===== config.mk =====
export PLATFORM = sky130hd
export DESIGN_NAME = ppi_div_stage
export DESIGN_NICKNAME = d
export VERILOG_FILES = /design/src/sv/ppi_pkg.sv /design/src/sv/ppi_div_stage.sv
export SDC_FILE = /design/constraint.sdc
export NUM_CORES = 1
export LEC_CHECK = 0
export ABC_AREA = 1
export BUFFER_PORTS_ARGS = -buffer_cell sky130_fd_sc_hd__buf_4
export CAP_MARGIN = 10
export CORE_ASPECT_RATIO = 1.4
export CORE_MARGIN = 3
export CORE_UTILIZATION = 35
export DETAILED_ROUTE_END_ITERATION = 16
export SYNTH_ARGS = -nofsm -noshare
export SYNTH_HDL_FRONTEND = slang
export SYNTH_SLANG_ARGS = --single-unit

===== constraint.sdc =====
create_clock -name clk -period 0.8 [get_ports clk]
set_input_delay 0.08 -clock clk [delete_from_list [all_inputs] [get_ports clk]]
set_output_delay 0.08 -clock clk [all_outputs]
set_load 0.01 [all_outputs]

===== src/sv/ppi_pkg.sv =====
package ppi_pkg;

    typedef struct packed {
        logic signed [31:0] other_normal_x;
        logic signed [31:0] other_normal_y;
        logic signed [31:0] other_normal_z;
        logic signed [31:0] other_offset;
    } ppi_in_t;

    typedef struct packed {
        logic               parallel;
        logic [1:0]         zeroed_axis;
        logic signed [31:0] point_x;
        logic signed [31:0] point_y;
        logic signed [31:0] point_z;
        logic signed [31:0] dir_x;
        logic signed [31:0] dir_y;
        logic signed [31:0] dir_z;
    } ppi_out_t;

    localparam logic [1:0] REG_NX  = 2'd0;
    localparam logic [1:0] REG_NY  = 2'd1;
    localparam logic [1:0] REG_NZ  = 2'd2;
    localparam logic [1:0] REG_OFF = 2'd3;

    localparam logic [1:0] AXIS_X = 2'd0;
    localparam logic [1:0] AXIS_Y = 2'd1;
    localparam logic [1:0] AXIS_Z = 2'd2;

    // 65-bit magnitude of a difference of two 64-bit products
    localparam int MagW = 65;
    // numerator scaled by 2^16 for the Q16.16 quotient
    localparam int RemW = MagW + 16;
    // quotient bits: 16 integer + 16 fraction + 1 overflow
    localparam int QW = 33;

    function automatic logic [31:0] sat_out(input logic neg, input logic [QW-1:0] mag);
        logic [31:0] r;
        begin
            if (!neg)
                r = (mag > 33'h07FFFFFFF) ? 32'h7FFFFFFF : mag[31:0];
            else
                r = (mag > 33'h080000000) ? 32'h80000000 : 32'(-mag[31:0]);
            return r;
        end
    endfunction

endpackage


===== src/sv/ppi_div_stage.sv =====
// one restoring quotient bit per stage
module ppi_div_stage
(
    input  logic                      clk,
    input  logic                      rst_n,
    input  logic                      vld,
    input  logic [ppi_pkg::RemW-1:0]  rem,
    input  logic [ppi_pkg::MagW-1:0]  den,
    input  logic [ppi_pkg::QW-1:0]    q,
    input  logic [5:0]                bitpos,
    output logic                      vld_reg,
    output logic [ppi_pkg::RemW-1:0]  rem_reg,
    output logic [ppi_pkg::QW-1:0]    q_reg
);
    import ppi_pkg::*;

    logic [RemW+QW-1:0] dsh;
    logic [RemW-1:0]    rem_next;
    logic               take;

    always_comb
    begin
        dsh = {{(RemW+QW-MagW){1'b0}}, den} << bitpos;
        take = ({{QW{1'b0}}, rem} >= dsh);
        rem_next = take ? RemW'({{QW{1'b0}}, rem} - dsh) : rem;
    end

    always_ff @(posedge clk or negedge rst_n)
    begin
        if (!rst_n)
            vld_reg <= 1'b0;
        else
            vld_reg <= vld;
    end

    always_ff @(posedge clk)
    begin
        rem_reg <= rem_next;
        q_reg   <= q | (QW'(take) << bitpos[4:0]) | (take && bitpos == 6'd32 ? {1'b1, 32'd0} : '0);
    end
endmodule


==> results of run 1 <==
## per-layer routing
metal	GRT usage	wire length (um)
met5	0	0
met4	0.221	6580
met3	0.0447	4200
met2	0.665	41800
met1	0.378	29400
## cell usage after synthesis (4+ instances only)
cell type,count
o21bai_1,16
buf_2,23
xor2_1,30
inv_2,4
inv_1,199
buf_1,30
xnor2_1,41
a21o_1,13
o21ai_1,49
nor2_1,250
a31oi_1,43
o211ai_1,4
ha_1,81
a21boi_0,7
a21oi_1,146
o21a_1,14
nand2_1,774
nand3_1,383
or2_2,11
nor3_1,18
clkbuf_1,51
buf_6,10
dfxtp_1,114
nor4_1,6
o21ai_0,209
nand4_1,14
## path summary, 6_finish.rpt
path	startpoint	to	cells after the start
min in group asynchronous	rst_n	vld_reg	3
max	bitpos[0]	q_reg[1]	32
min	rem[56]	rem_reg[56]	4
max in group asynchronous	rst_n	vld_reg	3
## power groups by stage
| stage | Clock [uW] | Combinational [uW] | Sequential, uW |
|---|---|---|---|
| 2_1_floorplan | 0 | 8590 | 6760 |
| 3_5_place_dp | 0 | 19600 | 6540 |
| 3_3_place_gp | 0 | 19500 | 6520 |
| 4_1_cts | 8450 | 21200 | 6430 |
| 5_1_grt | 8650 | 25400 | 6490 |
| 6_report | 8370 | 23800 | 6450 |
## timing repair
| action | 4_1_cts | 5_1_grt |
|---|---|---|
| hold buffers | 115 | 0 |
| setup buffers | 12 | 31 |
| endpoints found under the hold margin | 114 | 0 |
| gates cloned | 2 | 7 |
| endpoints found under the setup margin | 229 | 229 |
| resized for setup | 242 | 479 |
| pin swaps | 20 | 114 |
## worst max-delay path, delay by kind of cell
family / cells / cell delay [ns]
AND/OR/NAND/NOR: 20 / 2.22
buffers and inverters: 8 / 1.00
adder cells (fa/ha/maj): 1 / 0.28
AO/OA/AOI/OAI: 3 / 0.23
## logic make-up (layout without fill, tap and decap cells)
family,count (synthesis),count (layout),share of synthesized area
other cells,0,1,0
compound gates,507,507,0.194
buf+inv,321,1378,0.0933
flops,115,115,0.163
mux,2,2,0.00142
fa+ha+maj,82,82,0.0731
xor+xnor,71,71,0.0440
simple gates,1461,1461,0.430
## area by class of cell
type                       count  area (um^2)  share of cell area
sequential                   115         2340              0.0861
inverter                     205          792              0.0292
timing repair buffer        1141         9450               0.348
clock inverter                15          195             0.00720
clock buffer                  17          425              0.0157
antenna                        1         2.50           0.0000923
tap                          528          661              0.0244
multi-input combinational   2123        13300               0.489
## cells in the final DEF (no fill, tap or decap), types with 17 or more instances in the layout
cell,n
ha_1,34
inv_1,190
buf_12,21
clkbuf_16,24
dlygate4sd3_1,115
xnor2_1,37
buf_6,33
nor2_2,40
buf_4,960
nand3_2,124
o21ai_0,95
a31oi_1,24
ha_4,47
nor2_1,177
a21oi_1,116
o21ai_2,68
nand2_2,86
xor2_1,28
dfxtp_2,17
nor2_4,33
a21oi_2,29
o21ai_1,89
dfxtp_1,95
nand2_1,677
nand3_1,253
## per-stage QoR
| step | hold WS (ns) | utilization | std cells | instance area [um^2] | setup slack (ns) |
|---|---|---|---|---|---|
| floorplan | -0.216 | - | 2559 | 14400 | -2.68 |
| global placement | -0.145 | 0.556 | 3946 | 22000 | -3.96 |
| detailed placement | -0.144 | 0.556 | 3946 | 22000 | -3.93 |
| CTS | 0.0136 | 0.626 | 4107 | 24800 | -2.80 |
| global route | 0.0614 | 0.685 | 4144 | 27100 | -2.87 |
| finish | 0.0220 | 0.685 | 4145 | 27100 | -2.66 |
==> key figures, run 1 <==
Yosys
  – Register area share after synthesis: 0.163
  – Yosys top cell area share: 0.206
  – Synth Instances: 2,559
  – Async SR Flop Fraction: 0.00870
  – Largest area contributor in the netlist: nand2_1
  – Most used DFF post-synth: dfxtp_1
  – Mapped cell area: 0.0141 mm^2
  – Synth area leaders: nand2_1 21%, dfxtp_1 16%, nand3_1 14%
  – Library cells used by synthesis: 40
  – FF+latch count, synth: 115
  – Syn Nets: 2,829
  – Yosys warnings: 0
  – EDFF count, synth: 0
  – Avg Cell Area, Syn: 5.52 um^2

Timing
  – Worst-Margin Slew: 0.548 ns
  – Setup-failing EPs final: 229
  – Rel. slew slack: 0.633
  – Period utilization: 4.33
  – Final Hold Viols: 0
  – Setup TNS after final layout: -312.04 ns
  – RSZ-0062 raised after global routing: true
  – Post-route setup slack: -2.66 ns
  – Slew Viols, Final: 0
  – Period minus WS final: 3.46 ns
  – Max Fclk: 0.289 GHz

Global routing
  – Total congestion overflow: 0
  – Total track usage: 0.358
  – Largest net degree at the start of global routing: 52
  – First-pass GRT wire length: 119 mm
  – Vias in the first global route: 21,400
  – Initial antenna violation count: 0

Critical path
  – Crit path max fanout: 7
  – Worst EP arrival: 3.86 ns
  – Slowest-stage cell, CP: ha_4
  – Element type at the critical path start: input port
  – Kind of critical path: input port to flip-flop
  – CP peak stage delay: 0.28 ns
  – Crit path required time: 1.20 ns
  – Worst Setup End Kind: flip-flop

Cells and area
  – Nets: 3,873
  – Syn-to-layout area delta: 91.9%
  – Fillcell total: 3,489
  – Layout cells sized above 1: 0.442
  – Max reg flops: 81

Detailed routing
  – Vias per cell: 5.29
  – Initial drt markers: 1,349
  – Post-route ant nets: 0
  – Routed wire length: 81.9 mm
  – Via count: 21,900
  – Drt pass-1 iters: 5
  – Drt drc: 0
  – Routed WL per cell: 19.8 um

Clock tree
  – Num CTS Buffers: 17
  – Clock sink total: 115
  – CTS root buf: clkbuf_16
  – Clk slew on worst S/H paths: 0.06 ns
  – Worst-case clock buffer depth: 2
  – CTS HTree Levels: 4
  – TritonCTS clock tree: done

Die
  – Initial Util: 0.357
  – DIE AREA: 0.0429 mm^2
  – Site Rows: 86
  – Core area: 0.0396 mm^2
  – DIE HEIGHT: 244 um
  – IO Count: 303
  – Die W: 176 um

Place
  – HPWL Detailed: 66.2 mm
  – RePlAce Congestion: 1.04
  – PortBufs: 302

Min path
  – Worst hold path class: input port to flip-flop

Outcome
  – Outcome: finished with violations
  – Failing checks: setup timing

Power and ir drop
  – VDD IR max: 1.41 mV
  – Power, Total: 38,600 uW
  – Comb pwr share: 0.616
  – Sequential power share: 0.167
  – Cell Pwr Density: 1420 mW/mm^2
  – Switching power: 16,100 uW
  – Sw Share: 0.417
  – P_int: 22,500 uW
  – Clock share of power: 0.217
  – P_leak: 0.0130 uW

Run
  – Max cap viols: 0
Note: power is estimated with default switching activity, not from simulation.
==> run 2: changes to the inputs <==
--- a/config.mk
+++ b/config.mk
@@ -5,7 +5,7 @@
 export SDC_FILE = /design/constraint.sdc
 export NUM_CORES = 1
 export LEC_CHECK = 0
-export ABC_AREA = 1
+export ABC_AREA = 0
 export BUFFER_PORTS_ARGS = -buffer_cell sky130_fd_sc_hd__buf_4
 export CAP_MARGIN = 10
 export CORE_ASPECT_RATIO = 1.4
==> constraint.sdc (replaced) <==
create_clock -name clk -period 0.8 [get_ports clk]
set_input_delay 0.08 -clock clk [delete_from_list [all_inputs] [get_ports clk]]
set_output_delay 0.08 -clock clk [all_outputs]
set_load 0.005 [all_outputs]
==> run 2 against run 1 <==
Worst setup slack got worse by 0.70 ns; fmax fell by 17%; sequential share of layout area rose by 0.21 points; first-iteration DRC count fell by 16%; clock power fell by 7.0%; sequential power rose by 2%; critical endpoint is now rem_reg[41]; die area fell by 0.24%; flip-flop and latch count did not move; the flow still finishes with violations (setup timing); non-clock buffer count rose by 27; final area fell by 2.6%; core utilization fell by 1.8 points; hold slack improved by 0.0058 ns.
==> key figures, run 2 <==
Outcome
  – Outcome: finished with violations
  – Failing checks: setup timing

Min path
  – Worst hold path class: input port to flip-flop

Clock tree
  – CTS HTree Levels: 4 (unchanged)
  – CTS root buf: clkbuf_16
  – TritonCTS clock tree: done
  – Clock sink total: 115 (unchanged)
  – Worst-case clock buffer depth: 2 (unchanged)
  – Num CTS Buffers: 17 (unchanged)
  – Clk slew on worst S/H paths: 0.07 ns (about the same)

Power and ir drop
  – Sequential power share: 0.169 (+0.002)
  – P_int: 24,000 uW (+6.6%)
  – Comb pwr share: 0.632 (+0.016)
  – P_leak: 0.0120 uW (-7.4%)
  – Switching power: 15,100 uW (-6.4%)
  – VDD IR max: 1.73 mV (+22%)
  – Sw Share: 0.386 (-0.0313)
  – Cell Pwr Density: 1480 mW/mm^2 (+3.9%)
  – Clock share of power: 0.199 (-0.018)

Critical path
  – Element type at the critical path start: input port
  – Crit path required time: 1.13 ns (-0.07 ns)
  – Worst Setup End Kind: flip-flop
  – Crit path max fanout: 17 (+10)
  – Worst EP arrival: 4.50 ns (+0.64 ns)
  – Kind of critical path: input port to flip-flop

Timing
  – Post-route setup slack: -3.36 ns (-0.702 ns)
  – Worst-Margin Slew: 0.542 ns (-0.00563 ns)
  – RSZ-0062 raised after global routing: true
  – Setup-failing EPs final: 229 (unchanged)
  – Period minus WS final: 4.16 ns (+0.702 ns)
  – Slew Viols, Final: 0 (unchanged)
  – Final Hold Viols: 0 (unchanged)
  – Setup TNS after final layout: -390.90 ns (-78.87 ns)
  – Rel. slew slack: 0.635 (+0.00154)
  – Hold WS: 0.0278 ns (+0.00576 ns)
  – Max Fclk: 0.240 GHz (-17%)
  – Period utilization: 5.21 (+0.877)

Global routing
  – Met1 Use GR: 0.372 (-0.00561)
  – GR Layer Usage met3: 0.0320 (-0.0128)
  – Largest net degree at the start of global routing: 36 (-31%)
  – Initial antenna violation count: 0 (unchanged)
  – Met2 Track Usage GR: 0.571 (-0.0937)
  – First-pass GRT wire length: 106 mm (-11%)
  – Grt peak-use layer: met2
  – Total congestion overflow: 0 (unchanged)
  – Total track usage: 0.313 (-0.0449)
  – Vias in the first global route: 19,200 (-10%)

Yosys
  – Syn Nets: 2,110 (-25%)
  – Mapped cell area: 0.0141 mm^2 (-0.25%)
  – FF+latch count, synth: 115 (unchanged)
  – Avg Cell Area, Syn: 7.66 um^2 (+39%)
  – EDFF count, synth: 0 (unchanged)
  – Synth area leaders: dfxtp_1 16%, ha_1 7.2%, mux2_2 7.2%
  – Library cells used by synthesis: 78 (+95%)
  – Register area share after synthesis: 0.164 (+0.000406)
  – Most numerous cell in the Yosys netlist: nand2_1
  – Yosys top cell area share: 0.162 (-0.0437)
  – Synth Instances: 1,840 (-28%)
  – Commonest cells in the netlist: 220 x nand2_1, 181 x a21oi_1, 177 x nor2_1, 130 x o21ai_0, 114 x dfxtp_1
  – Yosys warnings: 0 (unchanged)
  – Most used DFF post-synth: dfxtp_1
  – Async SR Flop Fraction: 0.00870 (unchanged)
  – Largest area contributor in the netlist: dfxtp_1

Cells and area
  – Syn-to-layout area delta: 87.4%
  – Nets: 3,175 (-18%)
  – Max reg flops: 81 (unchanged)
  – Diode count: 0 (-1)
  – Final core utilization: 0.667 (-0.0178)
  – Fillcell total: 3,284 (-5.9%)
  – Commonest non-fill, non-tap cells in the layout: 981 x buf_4, 202 x nand2_1, 153 x nor2_1
  – Fin area: 0.0264 mm^2 (-2.6%)
  – Commonest non-fill, non-tap cell in the layout: buf_4
  – Layout cells sized above 1: 0.541 (+0.0989)

Place
  – PortBufs: 302 (unchanged)
  – RePlAce Congestion: 0.978 (-5.9%)
  – Placed Area: 0.0217 mm^2 (-1.4%)
  – HPWL Detailed: 55.3 mm (-17%)

Detailed routing
  – Initial drt markers: 1,137 (-16%)
  – Vias per cell: 5.47 (+3.4%)
  – Routed WL per cell: 20.7 um (+4.9%)
  – Via count: 18,900 (-14%)
  – Routed wire length: 71.5 mm (-13%)
  – Post-route ant nets: 0 (unchanged)
  – Drt drc: 0 (unchanged)
  – Drt pass-1 iters: 6 (+1)

Run
  – Max cap viols: 0 (unchanged)

Die
  – Core area: 0.0396 mm^2 (unchanged)
  – Initial Util: 0.356 (-0.000885)
  – DIE HEIGHT: 243 um (-0.12%)
  – DIE AREA: 0.0428 mm^2 (-0.24%)
  – Die W: 176 um (-0.12%)
  – IO Count: 303 (unchanged)
  – Site Rows: 86 (unchanged)
-- run 2: stage by stage --
| step | total power (uW) | setup WS, ns | cells |
|---|---|---|---|
| floorplan | 16300 | -3.99 | 1840 |
| global route | 41000 | -3.50 | 3446 |
| global placement | 26700 | -4.63 | 3206 |
| detailed placement | 26900 | -4.59 | 3206 |
| finish | 39100 | -3.36 | 3446 |
| CTS | 37000 | -3.33 | 3406 |
-- run 2: area by class of cell --
type | instances | area, um^2 | area share
clock inverters | 14 | 156 | 0.00592
multi-input cells | 1560 | 13000 | 0.492
inverters | 43 | 166 | 0.00630
clock buffers | 18 | 429 | 0.0162
repair buffers | 1168 | 9680 | 0.366
flip-flops and latches | 115 | 2330 | 0.0882
well taps | 528 | 661 | 0.0250
-- run 2: final timing paths --
kind	startpoint	endpoint	slack, ns	cells past startpoint
max in group asynchronous	rst_n	vld_reg	0.21	3
max	bitpos[0]	rem_reg[41]	-3.36	21
min	rem[73]	rem_reg[73]	0.03	4
min in group asynchronous	rst_n	vld_reg	0.48	3
-- run 2: critical path, stage by stage --
cell and delay [ns]:
buf_16 0.10, mux4_2 0.52, mux2_4 0.29, or2_4 0.25, o31ai_4 0.06, buf_6 0.14, nor2_2 0.03, nor2_1 0.12
o22a_1 0.21, ha_4 0.17, nand4_1 0.21, nor4b_4 0.38, and3b_2 0.28, o21ai_4 0.08, a211oi_4 0.33, o31ai_4 0.10
a21oi_2 0.20, a2bb2oi_4 0.20, buf_12 0.18, buf_12 0.17, mux2_2 0.36
-- run 2: power by group through the flow --
stage                     Clock [uW]  Combinational, uW  Sequential [uW]
after floorplan                    0               9600             6730
after global placement             0              20100             6670
after detailed placement           0              20200             6680
after CTS                       7830              22600             6570
after global routing            8100              26200             6650
final                           7780              24700             6610
-- run 2: logic make-up after synthesis --
group	after synthesis	share of synthesized area
AND/OR/NAND/NOR	587	0.189
XOR/XNOR	76	0.0472
flip-flops	115	0.164
adder cells (fa/ha/maj)	82	0.0733
buffers and inverters	166	0.0529
AO/OA/AOI/OAI	567	0.253
multiplexers	247	0.221
-- run 2: per-layer routing --
metal / share of wire / wire length (um) / up-vias
met4: 0.044 / 3170 / 0
met2: 0.52 / 36900 / 659
met1: 0.40 / 28400 / 9079
met3: 0.043 / 3070 / 166
met5: 0 / 0 / -
li1: - / - / 8946
-- run 2: what timing repair did --
item | in CTS | in global routing
pin swaps | 55 | 64
endpoints found under the hold margin | 114 | 1
gates resized for setup | 279 | 252
hold buffers | 114 | 1
buffers inserted | 51 | 40
setup endpoints to repair | 229 | 229
gates cloned | 7 | 4
